==> src/design/bxcull_pkg.sv <==
// Shared constants, register indexes and status types for the building
// extrusion backface cull unit. No dependencies.
package bxcull_pkg;

    localparam int COORD_WIDTH_DEF = 24;
    localparam int CENTER_W        = 22;
    localparam int TERM_W          = 36;
    localparam int DIGIT_W         = 4;
    localparam int CFG_INDEX_W     = 2;
    localparam int CFG_DATA_W      = 36;

    localparam logic [CFG_INDEX_W-1:0] REG_CENTER_X      = 2'd0;
    localparam logic [CFG_INDEX_W-1:0] REG_CENTER_Y      = 2'd1;
    localparam logic [CFG_INDEX_W-1:0] REG_CAMERA_TERM   = 2'd2;
    localparam logic [CFG_INDEX_W-1:0] REG_BUILDING_TERM = 2'd3;

    typedef struct packed {
        logic busy;
        logic fault;
    } shift_stat_t;

    typedef struct packed {
        logic busy;
        logic backface;
    } cross_stat_t;

endpackage

==> src/design/bxcull_if.sv <==
// Valid/ready channel interfaces for vertex words and result words.
// Depends on bxcull_pkg for the default coordinate width.
interface bxcull_vertex_if import bxcull_pkg::*; #(
    parameter int COORD_WIDTH = COORD_WIDTH_DEF
) ();
    logic                          valid;
    logic                          ready;
    logic signed [COORD_WIDTH-1:0] vertex_x;
    logic signed [COORD_WIDTH-1:0] vertex_y;
    logic                          ring_start;
    logic                          inner_ring;

    modport source (output valid, vertex_x, vertex_y, ring_start, inner_ring, input ready);
    modport sink (input valid, vertex_x, vertex_y, ring_start, inner_ring, output ready);
endinterface

interface bxcull_result_if import bxcull_pkg::*; #(
    parameter int COORD_WIDTH = COORD_WIDTH_DEF
) ();
    logic                          valid;
    logic                          ready;
    logic signed [COORD_WIDTH-1:0] roof_x;
    logic signed [COORD_WIDTH-1:0] roof_y;
    logic                          draw_side;
    logic signed [COORD_WIDTH-1:0] side_base_x;
    logic signed [COORD_WIDTH-1:0] side_base_y;
    logic signed [COORD_WIDTH-1:0] side_roof_x;
    logic signed [COORD_WIDTH-1:0] side_roof_y;
    logic                          shift_fault;

    modport source (output valid, roof_x, roof_y, draw_side, side_base_x, side_base_y,
                    side_roof_x, side_roof_y, shift_fault, input ready);
    modport sink (input valid, roof_x, roof_y, draw_side, side_base_x, side_base_y,
                  side_roof_x, side_roof_y, shift_fault, output ready);
endinterface

==> src/design/bxcull_shift.sv <==
// Perspective roof shift: digit-serial multiply of |offset| by building_term,
// then bit-serial restoring division by camera_term + offset, x axis then y.
// Depends on bxcull_pkg.
module bxcull_shift import bxcull_pkg::*; #(
    parameter int COORD_WIDTH = COORD_WIDTH_DEF
) (
    input  logic                          clk,
    input  logic                          rst_n,
    input  logic                          start,
    input  logic signed [COORD_WIDTH-1:0] vertex_x,
    input  logic signed [COORD_WIDTH-1:0] vertex_y,
    input  logic [CENTER_W-1:0]           center_x,
    input  logic [CENTER_W-1:0]           center_y,
    input  logic [TERM_W-1:0]             camera_term,
    input  logic [TERM_W-1:0]             building_term,
    output logic signed [COORD_WIDTH-1:0] roof_x,
    output logic signed [COORD_WIDTH-1:0] roof_y,
    output shift_stat_t                   stat
);

    localparam int CW    = COORD_WIDTH;
    localparam int OFF_W = ((CW > CENTER_W) ? CW : CENTER_W) + 2;
    localparam int MAG_W = OFF_W - 1;
    localparam int ND    = (MAG_W + DIGIT_W - 1) / DIGIT_W;
    localparam int MUL_W = ND * DIGIT_W;
    localparam int DV_W  = ((TERM_W > OFF_W) ? TERM_W : OFF_W) + 2;
    localparam int DQ_W  = DV_W - 1;
    localparam int REM_W = DQ_W + 1;
    localparam int TOP_W = TERM_W + MUL_W - CW;
    localparam int SUM_W = TERM_W + DIGIT_W;
    localparam int RS_W  = CW + 2;
    localparam int CNT_W = $clog2(CW);

    localparam logic [2:0] S_IDLE = 3'd0;
    localparam logic [2:0] S_PREP = 3'd1;
    localparam logic [2:0] S_MUL  = 3'd2;
    localparam logic [2:0] S_CHK  = 3'd3;
    localparam logic [2:0] S_DIV  = 3'd4;
    localparam logic [2:0] S_ROOF = 3'd5;

    localparam logic signed [CW-1:0] C_MAX = {1'b0, {(CW-1){1'b1}}};
    localparam logic signed [CW-1:0] C_MIN = {1'b1, {(CW-1){1'b0}}};

    logic [2:0]              state_reg, state_next;
    logic                    axis_reg;
    logic [CNT_W-1:0]        cnt_reg;
    logic signed [CW-1:0]    vx_reg, vy_reg;
    logic                    neg_reg, zero_reg, fault_reg, fault_acc_reg, ovf_reg;
    logic [MUL_W-1:0]        mul_reg;
    logic [MUL_W-1:0]        lo_reg;
    logic [TERM_W-1:0]       phi_reg;
    logic [DQ_W-1:0]         div_reg;
    logic [DQ_W-1:0]         rem_reg;
    logic [CW-1:0]           q_reg;
    logic signed [CW-1:0]    roof_x_reg, roof_y_reg;

    logic signed [CW-1:0]    v_sel;
    logic [CENTER_W-1:0]     c_sel;
    logic signed [OFF_W-1:0] offset;
    logic [OFF_W-1:0]        off_abs;
    logic signed [DV_W-1:0]  divisor;
    logic                    div_pos;
    logic [SUM_W-1:0]        mul_sum;
    logic [TOP_W-1:0]        top;
    logic [REM_W-1:0]        rem_sh;
    logic [REM_W-1:0]        rem_diff;
    logic                    rem_ge;
    logic signed [RS_W-1:0]  q_ext;
    logic signed [RS_W-1:0]  roof_sum;
    logic signed [CW-1:0]    roof_val;

    assign v_sel   = axis_reg ? vy_reg : vx_reg;
    assign c_sel   = axis_reg ? center_y : center_x;
    assign offset  = OFF_W'(v_sel) - $signed({{(OFF_W-CENTER_W){1'b0}}, c_sel});
    assign off_abs = offset[OFF_W-1] ? OFF_W'(-offset) : OFF_W'(offset);
    assign divisor = $signed({{(DV_W-TERM_W){1'b0}}, camera_term}) + DV_W'(offset);
    assign div_pos = !divisor[DV_W-1] && (divisor != '0);

    assign mul_sum = SUM_W'(phi_reg)
                   + SUM_W'(building_term) * SUM_W'(mul_reg[DIGIT_W-1:0]);

    assign top      = {phi_reg, lo_reg[MUL_W-1:CW]};
    assign rem_sh   = {rem_reg, lo_reg[CW-1]};
    assign rem_ge   = rem_sh >= REM_W'(div_reg);
    assign rem_diff = rem_sh - REM_W'(div_reg);

    assign q_ext    = $signed({2'b00, q_reg});
    assign roof_sum = RS_W'(v_sel) + (neg_reg ? -q_ext : q_ext);

    always_comb
    begin
        priority if (fault_reg && zero_reg)
        begin
            roof_val = v_sel;
        end
        else if (fault_reg || ovf_reg)
        begin
            roof_val = neg_reg ? C_MIN : C_MAX;
        end
        else if (roof_sum > RS_W'(C_MAX))
        begin
            roof_val = C_MAX;
        end
        else if (roof_sum < RS_W'(C_MIN))
        begin
            roof_val = C_MIN;
        end
        else
        begin
            roof_val = roof_sum[CW-1:0];
        end
    end

    always_comb
    begin
        state_next = state_reg;
        unique case (state_reg)
            S_IDLE:
            begin
                if (start)
                begin
                    state_next = S_PREP;
                end
            end
            S_PREP:
            begin
                state_next = S_MUL;
            end
            S_MUL:
            begin
                if (cnt_reg == CNT_W'(ND - 1))
                begin
                    state_next = S_CHK;
                end
            end
            S_CHK:
            begin
                state_next = S_DIV;
            end
            S_DIV:
            begin
                if (cnt_reg == CNT_W'(CW - 1))
                begin
                    state_next = S_ROOF;
                end
            end
            S_ROOF:
            begin
                state_next = axis_reg ? S_IDLE : S_PREP;
            end
            default:
            begin
                state_next = S_IDLE;
            end
        endcase
    end

    always_ff @(posedge clk or negedge rst_n)
    begin
        if (!rst_n)
        begin
            state_reg     <= S_IDLE;
            axis_reg      <= 1'b0;
            cnt_reg       <= '0;
            fault_acc_reg <= 1'b0;
        end
        else
        begin
            state_reg <= state_next;
            unique case (state_reg)
                S_IDLE:
                begin
                    if (start)
                    begin
                        axis_reg      <= 1'b0;
                        fault_acc_reg <= 1'b0;
                    end
                end
                S_PREP:
                begin
                    cnt_reg <= '0;
                end
                S_MUL:
                begin
                    cnt_reg <= cnt_reg + 1'b1;
                end
                S_CHK:
                begin
                    cnt_reg <= '0;
                end
                S_DIV:
                begin
                    cnt_reg <= cnt_reg + 1'b1;
                end
                S_ROOF:
                begin
                    axis_reg      <= 1'b1;
                    fault_acc_reg <= fault_acc_reg | fault_reg;
                end
                default:
                begin
                    cnt_reg <= '0;
                end
            endcase
        end
    end

    always_ff @(posedge clk)
    begin
        unique case (state_reg)
            S_IDLE:
            begin
                if (start)
                begin
                    vx_reg <= vertex_x;
                    vy_reg <= vertex_y;
                end
            end
            S_PREP:
            begin
                neg_reg   <= offset[OFF_W-1];
                zero_reg  <= (offset == '0);
                fault_reg <= !div_pos;
                div_reg   <= divisor[DQ_W-1:0];
                mul_reg   <= MUL_W'(off_abs[MAG_W-1:0]);
                phi_reg   <= '0;
            end
            S_MUL:
            begin
                phi_reg <= mul_sum[SUM_W-1:DIGIT_W];
                lo_reg  <= {mul_sum[DIGIT_W-1:0], lo_reg[MUL_W-1:DIGIT_W]};
                mul_reg <= mul_reg >> DIGIT_W;
            end
            S_CHK:
            begin
                ovf_reg <= top >= TOP_W'(div_reg);
                rem_reg <= top[DQ_W-1:0];
            end
            S_DIV:
            begin
                rem_reg <= rem_ge ? rem_diff[DQ_W-1:0] : rem_sh[DQ_W-1:0];
                q_reg   <= {q_reg[CW-2:0], rem_ge};
                lo_reg  <= lo_reg << 1;
            end
            S_ROOF:
            begin
                if (axis_reg)
                begin
                    roof_y_reg <= roof_val;
                end
                else
                begin
                    roof_x_reg <= roof_val;
                end
            end
            default:
            begin
                q_reg <= '0;
            end
        endcase
    end

    assign roof_x     = roof_x_reg;
    assign roof_y     = roof_y_reg;
    assign stat.busy  = (state_reg != S_IDLE);
    assign stat.fault = fault_acc_reg;

endmodule

==> src/design/bxcull_cross.sv <==
// Side-quad orientation: sign of a two-term cross product, formed digit-serially
// with both products folded into one narrow shifting accumulator.
// Depends on bxcull_pkg.
module bxcull_cross import bxcull_pkg::*; #(
    parameter int COORD_WIDTH = COORD_WIDTH_DEF
) (
    input  logic                          clk,
    input  logic                          rst_n,
    input  logic                          start,
    input  logic signed [COORD_WIDTH-1:0] base_x,
    input  logic signed [COORD_WIDTH-1:0] base_y,
    input  logic signed [COORD_WIDTH-1:0] prev_base_x,
    input  logic signed [COORD_WIDTH-1:0] prev_base_y,
    input  logic signed [COORD_WIDTH-1:0] prev_roof_x,
    input  logic signed [COORD_WIDTH-1:0] prev_roof_y,
    output cross_stat_t                   stat
);

    localparam int CW    = COORD_WIDTH;
    localparam int D_W   = CW + 1;
    localparam int M_W   = D_W + 1;
    localparam int NDC   = (D_W + DIGIT_W - 1) / DIGIT_W;
    localparam int MG_W  = NDC * DIGIT_W;
    localparam int ACC_W = CW + 8;
    localparam int CNT_W = $clog2(NDC);

    localparam logic [1:0] C_IDLE = 2'd0;
    localparam logic [1:0] C_PREP = 2'd1;
    localparam logic [1:0] C_RUN  = 2'd2;

    logic [1:0]               state_reg, state_next;
    logic [CNT_W-1:0]         cnt_reg;
    logic                     backface_reg;
    logic signed [D_W-1:0]    da_reg, db_reg, dc_reg, dd_reg;
    logic [MG_W-1:0]          ma_reg, mc_reg;
    logic signed [M_W-1:0]    bs_reg, ds_reg;
    logic signed [ACC_W-1:0]  acc_reg;

    logic [D_W-1:0]           abs_a, abs_c;
    logic signed [DIGIT_W:0]  dig_a, dig_c;
    logic signed [ACC_W-1:0]  sum;

    assign abs_a = da_reg[D_W-1] ? D_W'(-da_reg) : D_W'(da_reg);
    assign abs_c = dc_reg[D_W-1] ? D_W'(-dc_reg) : D_W'(dc_reg);
    assign dig_a = $signed({1'b0, ma_reg[DIGIT_W-1:0]});
    assign dig_c = $signed({1'b0, mc_reg[DIGIT_W-1:0]});
    assign sum   = acc_reg + ACC_W'(dig_a) * ACC_W'(bs_reg)
                 - ACC_W'(dig_c) * ACC_W'(ds_reg);

    always_comb
    begin
        state_next = state_reg;
        unique case (state_reg)
            C_IDLE:
            begin
                if (start)
                begin
                    state_next = C_PREP;
                end
            end
            C_PREP:
            begin
                state_next = C_RUN;
            end
            C_RUN:
            begin
                if (cnt_reg == CNT_W'(NDC - 1))
                begin
                    state_next = C_IDLE;
                end
            end
            default:
            begin
                state_next = C_IDLE;
            end
        endcase
    end

    always_ff @(posedge clk or negedge rst_n)
    begin
        if (!rst_n)
        begin
            state_reg    <= C_IDLE;
            cnt_reg      <= '0;
            backface_reg <= 1'b0;
        end
        else
        begin
            state_reg <= state_next;
            if (state_reg == C_PREP)
            begin
                cnt_reg <= '0;
            end
            else if (state_reg == C_RUN)
            begin
                cnt_reg <= cnt_reg + 1'b1;
                if (cnt_reg == CNT_W'(NDC - 1))
                begin
                    backface_reg <= !sum[ACC_W-1];
                end
            end
        end
    end

    always_ff @(posedge clk)
    begin
        unique case (state_reg)
            C_IDLE:
            begin
                if (start)
                begin
                    da_reg <= D_W'(base_x) - D_W'(prev_base_x);
                    db_reg <= D_W'(prev_roof_y) - D_W'(prev_base_y);
                    dc_reg <= D_W'(base_y) - D_W'(prev_base_y);
                    dd_reg <= D_W'(prev_roof_x) - D_W'(prev_base_x);
                end
            end
            C_PREP:
            begin
                ma_reg  <= MG_W'(abs_a);
                mc_reg  <= MG_W'(abs_c);
                bs_reg  <= da_reg[D_W-1] ? -M_W'(db_reg) : M_W'(db_reg);
                ds_reg  <= dc_reg[D_W-1] ? -M_W'(dd_reg) : M_W'(dd_reg);
                acc_reg <= '0;
            end
            C_RUN:
            begin
                acc_reg <= sum >>> DIGIT_W;
                ma_reg  <= ma_reg >> DIGIT_W;
                mc_reg  <= mc_reg >> DIGIT_W;
            end
            default:
            begin
                acc_reg <= '0;
            end
        endcase
    end

    assign stat.busy     = (state_reg != C_IDLE);
    assign stat.backface = backface_reg;

endmodule

==> src/design/building_extrusion_backface_cull_unit.sv <==
// After vertex accept, the shared multiply/divide datapath runs prep, multiply,
// check, divide and roof steps for x then y, one quotient bit per cycle per axis.
// The result is registered when shift and cross units are idle and the output is
// free; vertex ready stays low until then, so only one vertex is in flight.
// Reset (rst_n, asynchronous): clears config registers, previous vertex state and
// control; the block is ready for a vertex as soon as reset is released.
module building_extrusion_backface_cull_unit import bxcull_pkg::*; #(
    parameter int COORD_WIDTH = COORD_WIDTH_DEF
) (
    input  logic                   clk,
    input  logic                   rst_n,
    bxcull_vertex_if.sink          vertex,
    bxcull_result_if.source        result,
    input  logic                   cfg_wr_en,
    input  logic [CFG_INDEX_W-1:0] cfg_index,
    input  logic [CFG_DATA_W-1:0]  cfg_data
);

    localparam int CW = COORD_WIDTH;

    localparam logic ST_IDLE = 1'b0;
    localparam logic ST_RUN  = 1'b1;

    logic                 state_reg, state_next;
    logic [CENTER_W-1:0]  center_x_reg, center_y_reg;
    logic [TERM_W-1:0]    camera_term_reg, building_term_reg;
    logic signed [CW-1:0] base_x_reg, base_y_reg;
    logic                 tested_reg, inner_reg;
    logic signed [CW-1:0] prev_base_x_reg, prev_base_y_reg;
    logic signed [CW-1:0] prev_roof_x_reg, prev_roof_y_reg;
    logic                 have_prev_reg;
    logic                 out_valid_reg, out_valid_next;
    logic signed [CW-1:0] out_roof_x_reg, out_roof_y_reg;
    logic signed [CW-1:0] out_base_x_reg, out_base_y_reg;
    logic signed [CW-1:0] out_side_x_reg, out_side_y_reg;
    logic                 out_draw_reg, out_fault_reg;

    logic                 accept;
    logic                 finish;
    logic signed [CW-1:0] roof_x, roof_y;
    shift_stat_t          sh_stat;
    cross_stat_t          cr_stat;

    assign vertex.ready = (state_reg == ST_IDLE);
    assign accept       = vertex.valid && vertex.ready;
    assign finish       = (state_reg == ST_RUN) && !sh_stat.busy && !cr_stat.busy
                          && (!out_valid_reg || result.ready);

    bxcull_shift #(.COORD_WIDTH(CW)) u_shift (
        .clk           (clk),
        .rst_n         (rst_n),
        .start         (accept),
        .vertex_x      (vertex.vertex_x),
        .vertex_y      (vertex.vertex_y),
        .center_x      (center_x_reg),
        .center_y      (center_y_reg),
        .camera_term   (camera_term_reg),
        .building_term (building_term_reg),
        .roof_x        (roof_x),
        .roof_y        (roof_y),
        .stat          (sh_stat)
    );

    bxcull_cross #(.COORD_WIDTH(CW)) u_cross (
        .clk         (clk),
        .rst_n       (rst_n),
        .start       (accept),
        .base_x      (vertex.vertex_x),
        .base_y      (vertex.vertex_y),
        .prev_base_x (prev_base_x_reg),
        .prev_base_y (prev_base_y_reg),
        .prev_roof_x (prev_roof_x_reg),
        .prev_roof_y (prev_roof_y_reg),
        .stat        (cr_stat)
    );

    always_comb
    begin
        state_next = state_reg;
        unique case (state_reg)
            ST_IDLE:
            begin
                if (accept)
                begin
                    state_next = ST_RUN;
                end
            end
            ST_RUN:
            begin
                if (finish)
                begin
                    state_next = ST_IDLE;
                end
            end
            default:
            begin
                state_next = ST_IDLE;
            end
        endcase
    end

    always_comb
    begin
        priority if (finish)
        begin
            out_valid_next = 1'b1;
        end
        else if (result.ready)
        begin
            out_valid_next = 1'b0;
        end
        else
        begin
            out_valid_next = out_valid_reg;
        end
    end

    always_ff @(posedge clk or negedge rst_n)
    begin
        if (!rst_n)
        begin
            state_reg         <= ST_IDLE;
            out_valid_reg     <= 1'b0;
            have_prev_reg     <= 1'b0;
            prev_base_x_reg   <= '0;
            prev_base_y_reg   <= '0;
            prev_roof_x_reg   <= '0;
            prev_roof_y_reg   <= '0;
            center_x_reg      <= '0;
            center_y_reg      <= '0;
            camera_term_reg   <= '0;
            building_term_reg <= '0;
        end
        else
        begin
            state_reg     <= state_next;
            out_valid_reg <= out_valid_next;
            if (finish)
            begin
                have_prev_reg   <= 1'b1;
                prev_base_x_reg <= base_x_reg;
                prev_base_y_reg <= base_y_reg;
                prev_roof_x_reg <= roof_x;
                prev_roof_y_reg <= roof_y;
            end
            if (cfg_wr_en)
            begin
                unique case (cfg_index)
                    REG_CENTER_X:      center_x_reg      <= cfg_data[CENTER_W-1:0];
                    REG_CENTER_Y:      center_y_reg      <= cfg_data[CENTER_W-1:0];
                    REG_CAMERA_TERM:   camera_term_reg   <= cfg_data[TERM_W-1:0];
                    REG_BUILDING_TERM: building_term_reg <= cfg_data[TERM_W-1:0];
                    default:           center_x_reg      <= center_x_reg;
                endcase
            end
        end
    end

    always_ff @(posedge clk)
    begin
        if (accept)
        begin
            base_x_reg <= vertex.vertex_x;
            base_y_reg <= vertex.vertex_y;
            tested_reg <= have_prev_reg && !vertex.ring_start;
            inner_reg  <= vertex.inner_ring;
        end
        if (finish)
        begin
            out_roof_x_reg <= roof_x;
            out_roof_y_reg <= roof_y;
            out_fault_reg  <= sh_stat.fault;
            out_draw_reg   <= tested_reg && (inner_reg ? cr_stat.backface : !cr_stat.backface);
            out_base_x_reg <= tested_reg ? prev_base_x_reg : '0;
            out_base_y_reg <= tested_reg ? prev_base_y_reg : '0;
            out_side_x_reg <= tested_reg ? prev_roof_x_reg : '0;
            out_side_y_reg <= tested_reg ? prev_roof_y_reg : '0;
        end
    end

    assign result.valid       = out_valid_reg;
    assign result.roof_x      = out_roof_x_reg;
    assign result.roof_y      = out_roof_y_reg;
    assign result.draw_side   = out_draw_reg;
    assign result.side_base_x = out_base_x_reg;
    assign result.side_base_y = out_base_y_reg;
    assign result.side_roof_x = out_side_x_reg;
    assign result.side_roof_y = out_side_y_reg;
    assign result.shift_fault = out_fault_reg;

endmodule

==> src/flat_wrapper.sv <==
// flat-port wrapper written by rule: the top's interface ports become plain ports
module building_extrusion_backface_cull_unit_flat import bxcull_pkg::*;
#(
    parameter int COORD_WIDTH = COORD_WIDTH_DEF
)
  (clk, rst_n, cfg_wr_en, cfg_index, cfg_data, vertex_valid, vertex_vertex_x, vertex_vertex_y, vertex_ring_start, vertex_inner_ring, vertex_ready, result_valid, result_roof_x, result_roof_y, result_draw_side, result_side_base_x, result_side_base_y, result_side_roof_x, result_side_roof_y, result_shift_fault, result_ready);
  bxcull_vertex_if #(.COORD_WIDTH(COORD_WIDTH)) vertex_i ();
  bxcull_result_if #(.COORD_WIDTH(COORD_WIDTH)) result_i ();
  input  logic clk;
  input  logic rst_n;
  input  logic cfg_wr_en;
  input  logic [CFG_INDEX_W-1:0] cfg_index;
  input  logic [CFG_DATA_W-1:0] cfg_data;
  input wire logic [$bits(vertex_i.valid)-1:0] vertex_valid;
  input wire logic [$bits(vertex_i.vertex_x)-1:0] vertex_vertex_x;
  input wire logic [$bits(vertex_i.vertex_y)-1:0] vertex_vertex_y;
  input wire logic [$bits(vertex_i.ring_start)-1:0] vertex_ring_start;
  input wire logic [$bits(vertex_i.inner_ring)-1:0] vertex_inner_ring;
  output wire logic [$bits(vertex_i.ready)-1:0] vertex_ready;
  output wire logic [$bits(result_i.valid)-1:0] result_valid;
  output wire logic [$bits(result_i.roof_x)-1:0] result_roof_x;
  output wire logic [$bits(result_i.roof_y)-1:0] result_roof_y;
  output wire logic [$bits(result_i.draw_side)-1:0] result_draw_side;
  output wire logic [$bits(result_i.side_base_x)-1:0] result_side_base_x;
  output wire logic [$bits(result_i.side_base_y)-1:0] result_side_base_y;
  output wire logic [$bits(result_i.side_roof_x)-1:0] result_side_roof_x;
  output wire logic [$bits(result_i.side_roof_y)-1:0] result_side_roof_y;
  output wire logic [$bits(result_i.shift_fault)-1:0] result_shift_fault;
  input wire logic [$bits(result_i.ready)-1:0] result_ready;
  assign vertex_i.valid = vertex_valid;
  assign vertex_i.vertex_x = vertex_vertex_x;
  assign vertex_i.vertex_y = vertex_vertex_y;
  assign vertex_i.ring_start = vertex_ring_start;
  assign vertex_i.inner_ring = vertex_inner_ring;
  assign vertex_ready = vertex_i.ready;
  assign result_valid = result_i.valid;
  assign result_roof_x = result_i.roof_x;
  assign result_roof_y = result_i.roof_y;
  assign result_draw_side = result_i.draw_side;
  assign result_side_base_x = result_i.side_base_x;
  assign result_side_base_y = result_i.side_base_y;
  assign result_side_roof_x = result_i.side_roof_x;
  assign result_side_roof_y = result_i.side_roof_y;
  assign result_shift_fault = result_i.shift_fault;
  assign result_i.ready = result_ready;
  building_extrusion_backface_cull_unit #(.COORD_WIDTH(COORD_WIDTH)) u_core (.clk(clk), .rst_n(rst_n), .vertex(vertex_i), .result(result_i), .cfg_wr_en(cfg_wr_en), .cfg_index(cfg_index), .cfg_data(cfg_data));
endmodule
==> config.mk <==
export PLATFORM = sky130hd
export DESIGN_NAME = building_extrusion_backface_cull_unit_flat
export DESIGN_NICKNAME = d
export VERILOG_FILES = /design/src/design/bxcull_pkg.sv /design/src/design/bxcull_if.sv /design/src/design/bxcull_shift.sv /design/src/design/bxcull_cross.sv /design/src/design/building_extrusion_backface_cull_unit.sv /design/src/flat_wrapper.sv
export SDC_FILE = /design/constraint.sdc
export NUM_CORES = 2
export LEC_CHECK = 0
export BUFFER_PORTS_ARGS = -buffer_cell sky130_fd_sc_hd__buf_4
export CAP_MARGIN = 20
export CORE_MARGIN = 5
export CORE_UTILIZATION = 30
export CTS_CLUSTER_DIAMETER = 100
export CTS_CLUSTER_SIZE = 28
export DETAILED_ROUTE_END_ITERATION = 10
export GPL_ROUTABILITY_DRIVEN = 1
export PLACE_DENSITY = 0.5
export RECOVER_POWER = 25
export SLEW_MARGIN = 5
export SYNTH_ARGS = -nofsm -noshare
export SYNTH_HDL_FRONTEND = slang
export SYNTH_HIERARCHICAL = 1
export SYNTH_SLANG_ARGS = --single-unit
==> constraint.sdc <==
create_clock -name clk -period 12.2 [get_ports clk]
set_input_delay 2.44 -clock clk [delete_from_list [all_inputs] [get_ports clk]]
set_output_delay 2.44 -clock clk [all_outputs]
set_load 0.03 [all_outputs]
==> reports/results.tsv <==
stage	metric	value	unit
synthesis	synth unique cells	105	
global_routing	largest net degree at the start of global routing	98	
timing	period utilisation layout	0.659	
setup_path	critical path peak fanout	39	
detailed_routing	Final ANT Viol Nets	0	
clocking	CTS Buf Count	52	
synthesis	syn_area_per_cell	11.0	um^2
cells_and_area	fill cell count	21106	
setup_path	Startpoint Class	flop	
detailed_routing	Vias	42560	
floorplanning	row count	167	
clocking	Clock Pin Slew Worst Setup and Hold Paths	120	ps
synthesis	Post-Synth XOR/XNOR Area	0.0499	
floorplanning	Initial Util	0.302	
clocking	Post CTS Setup Buffer Count	0	
cells_and_area	commonest non-fill, non-tap cells in the layout	713 x edfxtp_1, 570 x inv_1, 529 x nand2_1	
detailed_routing	drt pass-1 iters	6	
synthesis	adder-cell share of the synthesized area	0.185	
floorplanning	die height	466	um
cells_and_area	most common cell after layout, fill and taps aside	edfxtp_1	
synthesis	mux contribution to synthesized area	0.0502	
global_routing	GRT Resource Usage Total	0.166	
timing	Layout Skew	65.8	ps
flow_run	max_cap viols	13	
global_routing	vias in the first global route	42329	
outcome	violated checks	capacitance limit, slew limit	
clocking	clock sinks	944	
synthesis	compound-gate portion of the synthesized area	0.108	
floorplanning	Ports	241	
detailed_routing	# DRC	0	
placed_design	# port buffers	240	
outcome	outcome	finished with violations	
synthesis	async set or reset register ratio after synthesis	0.245	
timing	RSZ-0062 raised after global routing	false	
timing	Fmax achieved	0.124	GHz
detailed_routing	1st-iter DRT viols	2965	
clocking	CTS root buffer	clkbuf_16	
detailed_routing	Wirelength per Cell	21.3	um
timing	final setup margin	4160	ps
setup_path	FF-to-FF path depth	23	
clocking	post-cts resize count	0	
synthesis	Synth Area in Simple Gates	0.126	
clocking	CTS Hold Bufs	0	
placed_design	placed cell area	0.0675	mm^2
timing	final worst path period need	8040	ps
clocking	H-tree levels	2	
cells_and_area	area grow syn2layout	10.8	%
setup_path	critical path arrival	8580	ps
detailed_routing	Routed WL	186000	um
timing	final hold slack	443	ps
setup_path	crit path kind	flop to flop	
synthesis	Top FF cell, synth	edfxtp_1	
synthesis	largest family of logic cells by synthesized area	adder cells	
timing	final hold violation count	0	
synthesis	post-synthesis net count	6524	
synthesis	synth warn	6	
synthesis	Yosys reg bits	944	
synthesis	number of synthesized flops with an enable pin	713	
cells_and_area	Final Cell Area	0.0692	mm^2
hold_path	Worst Hold Class	flop to flop	
timing	max-slew violation count	640	
detailed_routing	Via-to-Cell Ratio	4.89	
timing	Worst Max-Slew Pin Slew	4240	ps
placed_design	RD Place Congestion	0.876	
placed_design	dpl hpwl	147000	um
setup_path	R2R Setup Slk	4160	ps
synthesis	cell area after synthesis	0.0625	mm^2
cells_and_area	layout cells sized above 1	0.103	
cells_and_area	Multi-input gate area	0.0325	mm^2
synthesis	register area share after synthesis	0.435	
floorplanning	core outline area	0.207	mm^2
timing	Slew Limit Headroom	-1.83	
timing	setup-violating endpoint count in the final report	0	
clocking	clk_lat worst skew	730	ps
placed_design	worst slack, placed	4460	ps
cells_and_area	register area	0.0272	mm^2
setup_path	CP required	12740	ps
clocking	CTS Buffer Depth	3	
global_routing	Overflow after GRT	0	
synthesis	Mapped Cells	5690	
clocking	CTS tree	done	
global_routing	first-pass GRT wire length	275000	um
cells_and_area	Final nets	6701	
timing	Setup TNS Final	0	ps
global_routing	initial antenna violation count	27	
floorplanning	Die Wd	466	um
setup_path	CP endpoint kind	flop	
floorplanning	die footprint	0.218	mm^2
hold_path	worst hold path depth	0	
-- Yosys cell counts (64+ instances only) --
master / instances / area share
xor2_1: 123 / 0.017
o21ai_0: 193 / 0.015
xnor2_1: 231 / 0.032
a21o_1: 131 / 0.016
mux2_2: 232 / 0.042
o21ai_1: 71 / 0.0057
a21oi_1: 275 / 0.022
dfrtp_1: 231 / 0.092
edfxtp_1: 713 / 0.34
and2_1: 298 / 0.030
nand3_1: 64 / 0.0051
fa_1: 305 / 0.098
nand2_1: 529 / 0.032
inv_1: 571 / 0.034
clkbuf_1: 129 / 0.0077
ha_1: 436 / 0.087
nor2_1: 294 / 0.018
-- logic make-up after synthesis --
| kind of cell | Yosys count |
|---|---|
| AO/OA/AOI/OAI | 1049 |
| XOR/XNOR | 355 |
| adder cells (fa/ha/maj) | 741 |
| buffers and inverters | 738 |
| flip-flops | 944 |
| multiplexers | 281 |
| other | 1 |
| AND/OR/NAND/NOR | 1581 |
-- worst paths after layout --
check,endpoint,from
worst min-delay path,u_core/result.roof_y[16]$_DFFE_PP_,u_core/u_shift/roof_y[16]$_DFFE_PP_
min in group asynchronous,u_core/prev_roof_y_reg[17]$_DFFE_PN0P_,rst_n
worst max register to register,u_core/u_shift/fault_reg$_DFFE_PP_,u_core/u_shift/axis_reg$_DFFE_PN0P_
worst min register to register,u_core/result.roof_y[16]$_DFFE_PP_,u_core/u_shift/roof_y[16]$_DFFE_PP_
max in group asynchronous,u_core/prev_base_y_reg[4]$_DFFE_PN0P_,rst_n
worst max-delay path,u_core/u_shift/fault_reg$_DFFE_PP_,u_core/u_shift/axis_reg$_DFFE_PN0P_
-- per-layer routing --
metal | wire, um | global-route usage | share of wire
met1 | 80100 | 0.214 | 0.43
met3 | 7100 | 0.0171 | 0.038
met2 | 93200 | 0.298 | 0.50
met4 | 5170 | 0.0401 | 0.028
met5 | 76 | 0 | 0.00041
-- metrics by stage --
step,utilization,instances
after floorplan,-,5690
after global placement,0.326,8599
after detailed placement,0.326,8600
after CTS,0.335,8696
after global routing,0.334,8698
final,0.334,8704
-- area by class of cell --
type,count,share of cell area
Clock buffer,69,0.0202
Antenna cell,7,0.000253
Timing Repair Buffer,288,0.0282
Sequential cell,944,0.393
Inverter,573,0.0311
Multi-Input combinational cell,4008,0.470
Tap cell,2788,0.0504
Clock inverter,27,0.00709
-- critical path, cell delays in order (launching register included) --
cell and delay, ps:
dfrtp_1 750, buf_4 630, mux2_2 450, ha_1 380, and3_1 270, and2_1 180
a21oi_1 140, nand2_1 70, a31oi_1 550, o21ai_0 170, a211oi_1 540, inv_1 180
ha_1 480, inv_1 130, nor4_1 300, o31ai_1 190, mux2i_1 180, o2111ai_1 150
or4_1 500, or4_1 460, or4b_1 490, and4bb_1 290, nand3b_1 100, o41ai_2 220
Power is not shown: default switching activity piles up to over one toggle a cycle in this logic, so the estimate is an artifact.
